### src/hw/rtl/sps_pkg.sv
// ----------------------------------------------------------------------------
// Stepper phase sequencer package
// Shared constants, command codes and the double-phase coil pattern table.
// ----------------------------------------------------------------------------
package sps_pkg;

  // Default build values
  localparam int PRESCALE_RATIO_DEF = 8;
  localparam int COUNT_WIDTH_DEF    = 16;

  // Field widths
  localparam int ADDR_W  = 7;
  localparam int BYTE_W  = 8;
  localparam int COIL_W  = 4;
  localparam int LED_W   = 3;
  localparam int PHASE_W = 2;
  localparam int WORD_W  = 16;
  localparam int TDATA_W = 32;
  localparam int CFG_IDX_W = 2;

  // Configuration register indexes
  localparam logic [CFG_IDX_W-1:0] CFG_OWN_ADDRESS = 2'd0;
  localparam logic [CFG_IDX_W-1:0] CFG_CHOP_ON     = 2'd1;
  localparam logic [CFG_IDX_W-1:0] CFG_CHOP_OFF    = 2'd2;

  // Configuration reset values
  localparam logic [ADDR_W-1:0] OWN_ADDRESS_RST = 7'd1;
  localparam logic [BYTE_W-1:0] CHOP_ON_RST     = 8'd32;
  localparam logic [BYTE_W-1:0] CHOP_OFF_RST    = 8'd127;

  // Request kinds carried in tuser
  localparam logic FUNC_TICK    = 1'b0;
  localparam logic FUNC_COMMAND = 1'b1;

  // Command codes
  localparam logic [BYTE_W-1:0] CMD_PERIOD16  = 8'd1;
  localparam logic [BYTE_W-1:0] CMD_COUNT     = 8'd2;
  localparam logic [BYTE_W-1:0] CMD_DIRECTION = 8'd3;
  localparam logic [BYTE_W-1:0] CMD_ENABLE    = 8'd4;
  localparam logic [BYTE_W-1:0] CMD_PERIOD8   = 8'd5;

  // Byte value that means forward or enabled
  localparam logic [BYTE_W-1:0] FLAG_ON = 8'd1;

  // Status colours
  localparam logic [LED_W-1:0] LED_REVERSE = 3'd1;
  localparam logic [LED_W-1:0] LED_FORWARD = 3'd2;
  localparam logic [LED_W-1:0] LED_IDLE    = 3'd4;

  // Two coils energised per phase
  function automatic logic [COIL_W-1:0] coil_pattern(input logic [PHASE_W-1:0] phase);
    logic [COIL_W-1:0] pat;
    case (phase)
      2'd0:    pat = 4'h5;
      2'd1:    pat = 4'h6;
      2'd2:    pat = 4'hA;
      default: pat = 4'h9;
    endcase
    return pat;
  endfunction

endpackage

### src/hw/rtl/stepper_phase_sequencer.sv
// ----------------------------------------------------------------------------
// Stepper phase sequencer
// Double-phase unipolar stepper driver: chopper ticks and addressed commands.
// ----------------------------------------------------------------------------
// A request is held in the input stage, its result in the result register on m_tdata.
// Throughput: one request per cycle unless m_tready stalls; the single state-update
// stage between the input register and the result register sets that figure.
// Reset: synchronous, active high; clears motor state, chopper and the
// configuration registers to their defaults and empties both stages.
module stepper_phase_sequencer
  import sps_pkg::*;
#(
  parameter int PRESCALE_RATIO = PRESCALE_RATIO_DEF,
  parameter int COUNT_WIDTH    = COUNT_WIDTH_DEF
) (
  input  logic                 clk,
  input  logic                 rst,
  // Request stream
  input  logic                 s_tvalid,
  output logic                 s_tready,
  // s_tdata: dev_addr[6:0], cmd_code[14:7], data_hi[22:15], data_lo[30:23], zero[31]
  input  logic [TDATA_W-1:0]   s_tdata,
  // s_tuser: func (0 tick, 1 command)
  input  logic                 s_tuser,
  // Result stream
  output logic                 m_tvalid,
  input  logic                 m_tready,
  // m_tdata: coil_drive[3:0], led_color[6:4], running[7], phase_now[9:8],
  //          steps_left[25:10], zero[31:26]
  output logic [TDATA_W-1:0]   m_tdata,
  // Configuration write channel
  input  logic                 cfg_valid,
  output logic                 cfg_ready,
  input  logic [CFG_IDX_W-1:0] cfg_index,
  input  logic [BYTE_W-1:0]    cfg_data
);

  localparam int PS_W = (PRESCALE_RATIO > 1) ? $clog2(PRESCALE_RATIO) : 1;
  localparam logic [PS_W-1:0] PS_LAST = PS_W'(PRESCALE_RATIO - 1);
  localparam int CW = COUNT_WIDTH;

  // Configuration registers
  logic [ADDR_W-1:0] own_address;
  logic [BYTE_W-1:0] chop_on_count;
  logic [BYTE_W-1:0] chop_off_count;

  // Input stage
  logic              in_valid;
  logic              in_func;
  logic [ADDR_W-1:0] in_addr;
  logic [BYTE_W-1:0] in_code;
  logic [BYTE_W-1:0] in_hi;
  logic [BYTE_W-1:0] in_lo;

  // Result stage
  logic               out_valid;
  logic [TDATA_W-1:0] out_data;

  // Motor state
  logic [PHASE_W-1:0] phase_index,    phase_index_next;
  logic               dir_forward,    dir_forward_next;
  logic               motor_enabled,  motor_enabled_next;
  logic [CW-1:0]      step_counter,   step_counter_next;
  logic [WORD_W-1:0]  step_period,    step_period_next;
  logic [WORD_W-1:0]  step_timer,     step_timer_next;
  logic [PS_W-1:0]    prescale_count, prescale_count_next;
  logic [BYTE_W-1:0]  chop_count,     chop_count_next;
  logic [COIL_W-1:0]  coil_latch,     coil_latch_next;
  logic [LED_W-1:0]   led_latch,      led_latch_next;

  logic               advance;
  logic [WORD_W-1:0]  cmd_word;
  logic [WORD_W-1:0]  timer_inc;
  logic [BYTE_W-1:0]  chop_inc;
  logic               addr_hit;
  logic signed [31:0] count_load;
  logic signed [31:0] count_ext;
  logic [TDATA_W-1:0] result;

  // Handshake: input stage moves on when the result stage is free or drains
  assign advance   = in_valid && (!out_valid || m_tready);
  assign s_tready  = !in_valid || advance;
  assign m_tvalid  = out_valid;
  assign m_tdata   = out_data;
  assign cfg_ready = 1'b1;

  // Configuration writes
  always_ff @(posedge clk) begin
    if (rst) begin
      own_address    <= OWN_ADDRESS_RST;
      chop_on_count  <= CHOP_ON_RST;
      chop_off_count <= CHOP_OFF_RST;
    end else if (cfg_valid) begin
      unique case (cfg_index)
        CFG_OWN_ADDRESS: own_address    <= cfg_data[ADDR_W-1:0];
        CFG_CHOP_ON:     chop_on_count  <= cfg_data;
        CFG_CHOP_OFF:    chop_off_count <= cfg_data;
        default: ;
      endcase
    end
  end

  // Capture a request
  always_ff @(posedge clk) begin
    if (rst) begin
      in_valid <= 1'b0;
    end else if (s_tready) begin
      in_valid <= s_tvalid;
    end
  end

  always_ff @(posedge clk) begin
    if (s_tvalid && s_tready) begin
      in_func <= s_tuser;
      in_addr <= s_tdata[6:0];
      in_code <= s_tdata[14:7];
      in_hi   <= s_tdata[22:15];
      in_lo   <= s_tdata[30:23];
    end
  end

  // Next state for one tick or one command
  always_comb begin
    phase_index_next    = phase_index;
    dir_forward_next    = dir_forward;
    motor_enabled_next  = motor_enabled;
    step_counter_next   = step_counter;
    step_period_next    = step_period;
    step_timer_next     = step_timer;
    prescale_count_next = prescale_count;
    chop_count_next     = chop_count;
    coil_latch_next     = coil_latch;
    led_latch_next      = led_latch;

    cmd_word   = {in_hi, in_lo};
    addr_hit   = (in_addr == own_address) || (in_addr == '0);
    count_load = 32'(signed'(cmd_word));
    timer_inc  = step_timer + WORD_W'(1);
    chop_inc   = chop_count + BYTE_W'(1);

    if (in_func == FUNC_TICK) begin
      // Prescaler, then step timer and step event
      if (prescale_count == PS_LAST) begin
        prescale_count_next = '0;
        step_timer_next     = timer_inc;
        if (timer_inc == step_period) begin
          step_timer_next = '0;
          if (motor_enabled) begin
            if (dir_forward) begin
              led_latch_next   = LED_FORWARD;
              phase_index_next = phase_index + PHASE_W'(1);
            end else begin
              led_latch_next   = LED_REVERSE;
              phase_index_next = phase_index - PHASE_W'(1);
            end
            if (step_counter[CW-1]) begin
              motor_enabled_next = 1'b0;
            end
            step_counter_next = step_counter - CW'(1);
          end else begin
            led_latch_next = LED_IDLE;
          end
        end
      end else begin
        prescale_count_next = prescale_count + PS_W'(1);
      end
      // Chopper: latch coils at the on count if enabled, clear at the off count
      chop_count_next = chop_inc;
      if (chop_inc == chop_on_count && motor_enabled_next) begin
        coil_latch_next = coil_latch | coil_pattern(phase_index_next);
      end
      if (chop_inc == chop_off_count) begin
        coil_latch_next = '0;
        chop_count_next = '0;
      end
    end else if (addr_hit) begin
      // Addressed command
      unique case (in_code)
        CMD_PERIOD16:  step_period_next   = cmd_word;
        CMD_COUNT:     step_counter_next  = count_load[CW-1:0];
        CMD_DIRECTION: dir_forward_next   = (in_hi == FLAG_ON);
        CMD_ENABLE:    motor_enabled_next = (in_hi == FLAG_ON);
        CMD_PERIOD8:   step_period_next   = {BYTE_W'(0), in_hi};
        default: ;
      endcase
    end

    // Pack the result
    count_ext = 32'(signed'(step_counter_next));
    result    = {6'd0, count_ext[15:0], phase_index_next, motor_enabled_next,
                 led_latch_next, coil_latch_next};
  end

  // Commit state
  always_ff @(posedge clk) begin
    if (rst) begin
      phase_index    <= '0;
      dir_forward    <= 1'b1;
      motor_enabled  <= 1'b0;
      step_counter   <= '0;
      step_period    <= '0;
      step_timer     <= '0;
      prescale_count <= '0;
      chop_count     <= '0;
      coil_latch     <= '0;
      led_latch      <= '0;
    end else if (advance) begin
      phase_index    <= phase_index_next;
      dir_forward    <= dir_forward_next;
      motor_enabled  <= motor_enabled_next;
      step_counter   <= step_counter_next;
      step_period    <= step_period_next;
      step_timer     <= step_timer_next;
      prescale_count <= prescale_count_next;
      chop_count     <= chop_count_next;
      coil_latch     <= coil_latch_next;
      led_latch      <= led_latch_next;
    end
  end

  // Result stage
  always_ff @(posedge clk) begin
    if (rst) begin
      out_valid <= 1'b0;
    end else if (advance) begin
      out_valid <= 1'b1;
    end else if (m_tready) begin
      out_valid <= 1'b0;
    end
  end

  always_ff @(posedge clk) begin
    if (advance) begin
      out_data <= result;
    end
  end

endmodule
### config.mk
export PLATFORM = sky130hd
export DESIGN_NAME = stepper_phase_sequencer
export DESIGN_NICKNAME = d
export VERILOG_FILES = /design/src/hw/rtl/sps_pkg.sv /design/src/hw/rtl/stepper_phase_sequencer.sv
export SDC_FILE = /design/constraint.sdc
export NUM_CORES = 1
export LEC_CHECK = 0
export BUFFER_PORTS_ARGS = -buffer_cell sky130_fd_sc_hd__buf_2
export CORE_UTILIZATION = 50
export DETAILED_ROUTE_END_ITERATION = 6
export PLACE_DENSITY = 0.72
export SLEW_MARGIN = 40
export SYNTH_ARGS = -nofsm -noshare
export SYNTH_HDL_FRONTEND = slang
export SYNTH_SLANG_ARGS = --single-unit
### constraint.sdc
create_clock -name clk -period 3.8 [get_ports clk]
set_clock_uncertainty 0.15 [all_clocks]
set_input_delay 1.14 -clock clk [delete_from_list [all_inputs] [get_ports clk]]
set_output_delay 1.14 -clock clk [all_outputs]
set_load 0.02 [all_outputs]
==> metrics.txt <==
port bufs 74; Lkg Pwr 3.647 nW; count of synthesis-stage warnings from yosys 0; class of the tightest hold or removal check register to register; cts bufs inserted 17; distinct cell type count after synthesis 83; Hold Vio Cnt, Final 0; total wire length 20980 um; worst hold-check slack 0.2961 ns; area of the core 16120 um2; number of standard-cell rows in the floorplan 46; synthesized instance count about 910; depth of the worst register-to-register path 11; via count of the first global-routing pass approximately 6600; portion of total power attributed to sequential cells 0.485; sw frac 0.2589; number of synthesized register bits ~150; number of enable-type register cells in the synthesized netlist 58; final global-route overflow total 0; count of boundary I/O pins 83; Crit path top cell by count sky130_fd_sc_hd__xor2_1; cell area after technology mapping 8349 um2; Tot GR Track Use 0.2483; worst-margin pin slew 0.8377 ns; dominant cells by area after synthesis sky130_fd_sc_hd__dfxtp_1, sky130_fd_sc_hd__edfxtp_1, sky130_fd_sc_hd__nor2_1; detailed placement HPWL 14840 um; DR pass1 iterations 5; top-count cell post-synth sky130_fd_sc_hd__dfxtp_1; Worst Min Path Start coil_latch[0]; setup-violating endpoint count in the final report 0; WP data required between 4 and 5 ns; list of cells traversed by the critical path ha_2 -> xor2_1 -> a211oi_2 -> o211ai_1 -> or4_4 -> nor4_4 -> and2_4 -> xor2_1 -> ha_1 -> or4_1 -> o21ai_1; slowest CP cell sky130_fd_sc_hd__or4_4; DRC violations left 0; final-layout fill cell count 1414; power per cell area slightly below 400 nW/um2; run status completed; largest voltage drop on the vdd net 0.0002882 V; data arrival time of the worst path between 3 and 4 ns; pin count of the biggest net entering global routing 86; clock network fraction of design power 0.433; kind of end point of the critical path register; Critical Path Fanout Max 4; number of max-cap violations 0; share of the yosys chip area belonging to registers 0.4364; number of antenna violations at the first check in global routing 0; Tmin final 3.631 ns; Max transition margin 0.4372; gpl congestion 0.9467; total via count after detailed routing around 7200; Syn-to-layout area delta 15.21%; worst skew pair latency 0.43 ns; nets ~1000; Iter 0 DRT Violations 683; DIE AREA 17220 um2; y dimension of the die 131.2 um; Cell Int Power 0.002754 W; CP startpoint kind register; reg2reg end coil_latch[1]; WHS Endpoint coil_latch[0]; TritonCTS clock tree built; clock slew at the register clock pins of the worst setup and hold paths 0.07 ns; Tot Pwr 0.003716 W; top cells by instance count after synthesis sky130_fd_sc_hd__dfxtp_1, sky130_fd_sc_hd__nor2_1, sky130_fd_sc_hd__nand2_1; Layout Utilization 0.5969; largest stage delay on the critical path 0.54 ns; wire length of the first global-routing pass ~34000 um; register-to-register setup slack ~0.17 ns; number of buffer and inverter instances along the worst setup path 0; post-synth top area cell sky130_fd_sc_hd__dfxtp_1; CP delay by family, top simple AND/OR/NAND/NOR gates; detail-routed net length per standard cell ~17 um; unrepaired setup endpoints after global routing false; root cell of the clock tree sky130_fd_sc_hd__clkbuf_16; via density per instance approximately 6; Max Buffers Root-to-Sink 2; most instantiated flip-flop cell in the synthesis netlist sky130_fd_sc_hd__dfxtp_1; TritonCTS sink count 153; proportion of netlist area held by the largest area contributor 0.2278; Syn Area/Cell around 9.2 um2; achievable clock frequency 275.4 MHz; Post-synth ARST share 0; horizontal extent of the die 131.2 um; beginning of the worst register-to-register path step_timer[0]; Hold Path Cell Cnt 2; Combinational Power Share 0.082; residual antenna-violating net count after detailed routing 0; Critical Setup Path Class register to register; period utilization 0.9557; number of H-tree levels 4; initial core utilization 0.5181; Antenna diodes 0; switching power ~0.00096 W; setup TNS after final layout 0 ns; final count of pins violating max slew 0; fraction of layout cells with a size suffix above 1 0.1948
## layer usage
metal / routed length (um) / track usage
met3: 1309 / 0.04398
met2: 9173 / 0.3780
met4: 802 / 0.1196
met1: 9690 / 0.3406
met5: 0 / 0
## tightest hold or removal path, cell delays in order, from the launching register on
cell	delay (ns)
sky130_fd_sc_hd__dfxtp_1	0.31
sky130_fd_sc_hd__nand2_1	0.05
sky130_fd_sc_hd__o21ai_1	0.05
## stage by stage
stage                     instances  instance area, um2  setup WS (ns)
after floorplan                 911                8368         0.1678
after CTS                      1206                9582         0.1134
after global placement         1174                9017         0.1770
final                          1207                9619         0.1685
after detailed placement       1174                9017         0.1425
after global routing           1207                9619       0.008220
## power by group through the flow
stage / Combinational (W) / Sequential, W / Clock (W)
global route: 0.000326 / 0.00181 / 0.00170
CTS: 0.000301 / 0.00180 / 0.00163
global placement: 0.000295 / 0.00184 / 0
floorplan: 0.000193 / 0.00183 / 0
detailed placement: 0.000300 / 0.00184 / 0
finish: 0.000303 / 0.00180 / 0.00161
## layout make-up
type	instances	area, um2	share of cell area
Inverter	19	71.32	0.007414
Multi-Input combinational cell	668	4340	0.4512
Tap cell	216	270.3	0.02810
Timing Repair Buffer	119	724.4	0.07531
Clock buffer	19	454.2	0.04722
Clock inverter	13	110.1	0.01145
Sequential cell	153	3649	0.3793
## placed cells by master, fill, tap and decap left out, types with 5 or more instances in the layout
master and n:
sky130_fd_sc_hd__o32ai_1 7, sky130_fd_sc_hd__mux2i_1 25, sky130_fd_sc_hd__ha_1 8, sky130_fd_sc_hd__o31ai_1 10, sky130_fd_sc_hd__a211oi_1 21, sky130_fd_sc_hd__nand3_1 47, sky130_fd_sc_hd__o211ai_1 6, sky130_fd_sc_hd__xnor2_1 31
sky130_fd_sc_hd__o22ai_1 7, sky130_fd_sc_hd__and4_1 7, sky130_fd_sc_hd__nor2b_1 10, sky130_fd_sc_hd__edfxtp_1 58, sky130_fd_sc_hd__dfxtp_1 91, sky130_fd_sc_hd__o2111ai_1 5, sky130_fd_sc_hd__and2_1 6, sky130_fd_sc_hd__buf_4 43
sky130_fd_sc_hd__o21ai_0 24, sky130_fd_sc_hd__nand4_1 16, sky130_fd_sc_hd__buf_2 74, sky130_fd_sc_hd__and3_1 10, sky130_fd_sc_hd__nor4_1 20, sky130_fd_sc_hd__clkinv_4 6, sky130_fd_sc_hd__o21ai_1 6, sky130_fd_sc_hd__nand2_1 90
sky130_fd_sc_hd__nor2_1 91, sky130_fd_sc_hd__conb_1 7, sky130_fd_sc_hd__inv_1 17, sky130_fd_sc_hd__a21oi_1 49, sky130_fd_sc_hd__a31o_2 5, sky130_fd_sc_hd__a221o_1 7, sky130_fd_sc_hd__xor2_1 18, sky130_fd_sc_hd__nor3_1 31
sky130_fd_sc_hd__or4_1 14, sky130_fd_sc_hd__clkbuf_16 18
## cell families after synthesis
family | count (synthesis) | synth area share
other | 2 | 0.0008995
and+or+nand+nor | 394 | 0.2536
xor gates and xnor gates | 54 | 0.06504
muxes | 29 | 0.03671
buffers and inverters | 90 | 0.04915
AOI/OAI and AO/OA | 175 | 0.1448
DFF | 153 | 0.4364
adders and majority gates | 9 | 0.01349
## timing repair
item,CTS,global route
hold buffers,0,0
buffers inserted,0,1
setup endpoints to repair,0,1
resized for setup,0,10
## state kept, by name, indices dropped and copies added (netlist names), 4 cells and up
signal          cells
step_period        16
step_timer         16
in_lo               8
chop_off_count      8
in_hi               8
chop_on_count       8
own_address         7
step_counter       16
chop_count          8
in_code             8
m_tdata            26
coil_latch          4
in_addr             7
## worst max path at each step
stage                        from             to  slack, ns  cells after the start
floorplan           step_timer[0]  coil_latch[1]       0.17                     11
global placement    step_timer[2]  coil_latch[1]       0.18                     10
detailed placement  step_timer[2]  coil_latch[1]       0.14                     10
CTS                 step_timer[2]  coil_latch[1]       0.11                     10
global route        step_timer[1]  coil_latch[1]      0.008                     11
finish              step_timer[0]  coil_latch[1]       0.17                     11
(Power assumes the default switching activity.)
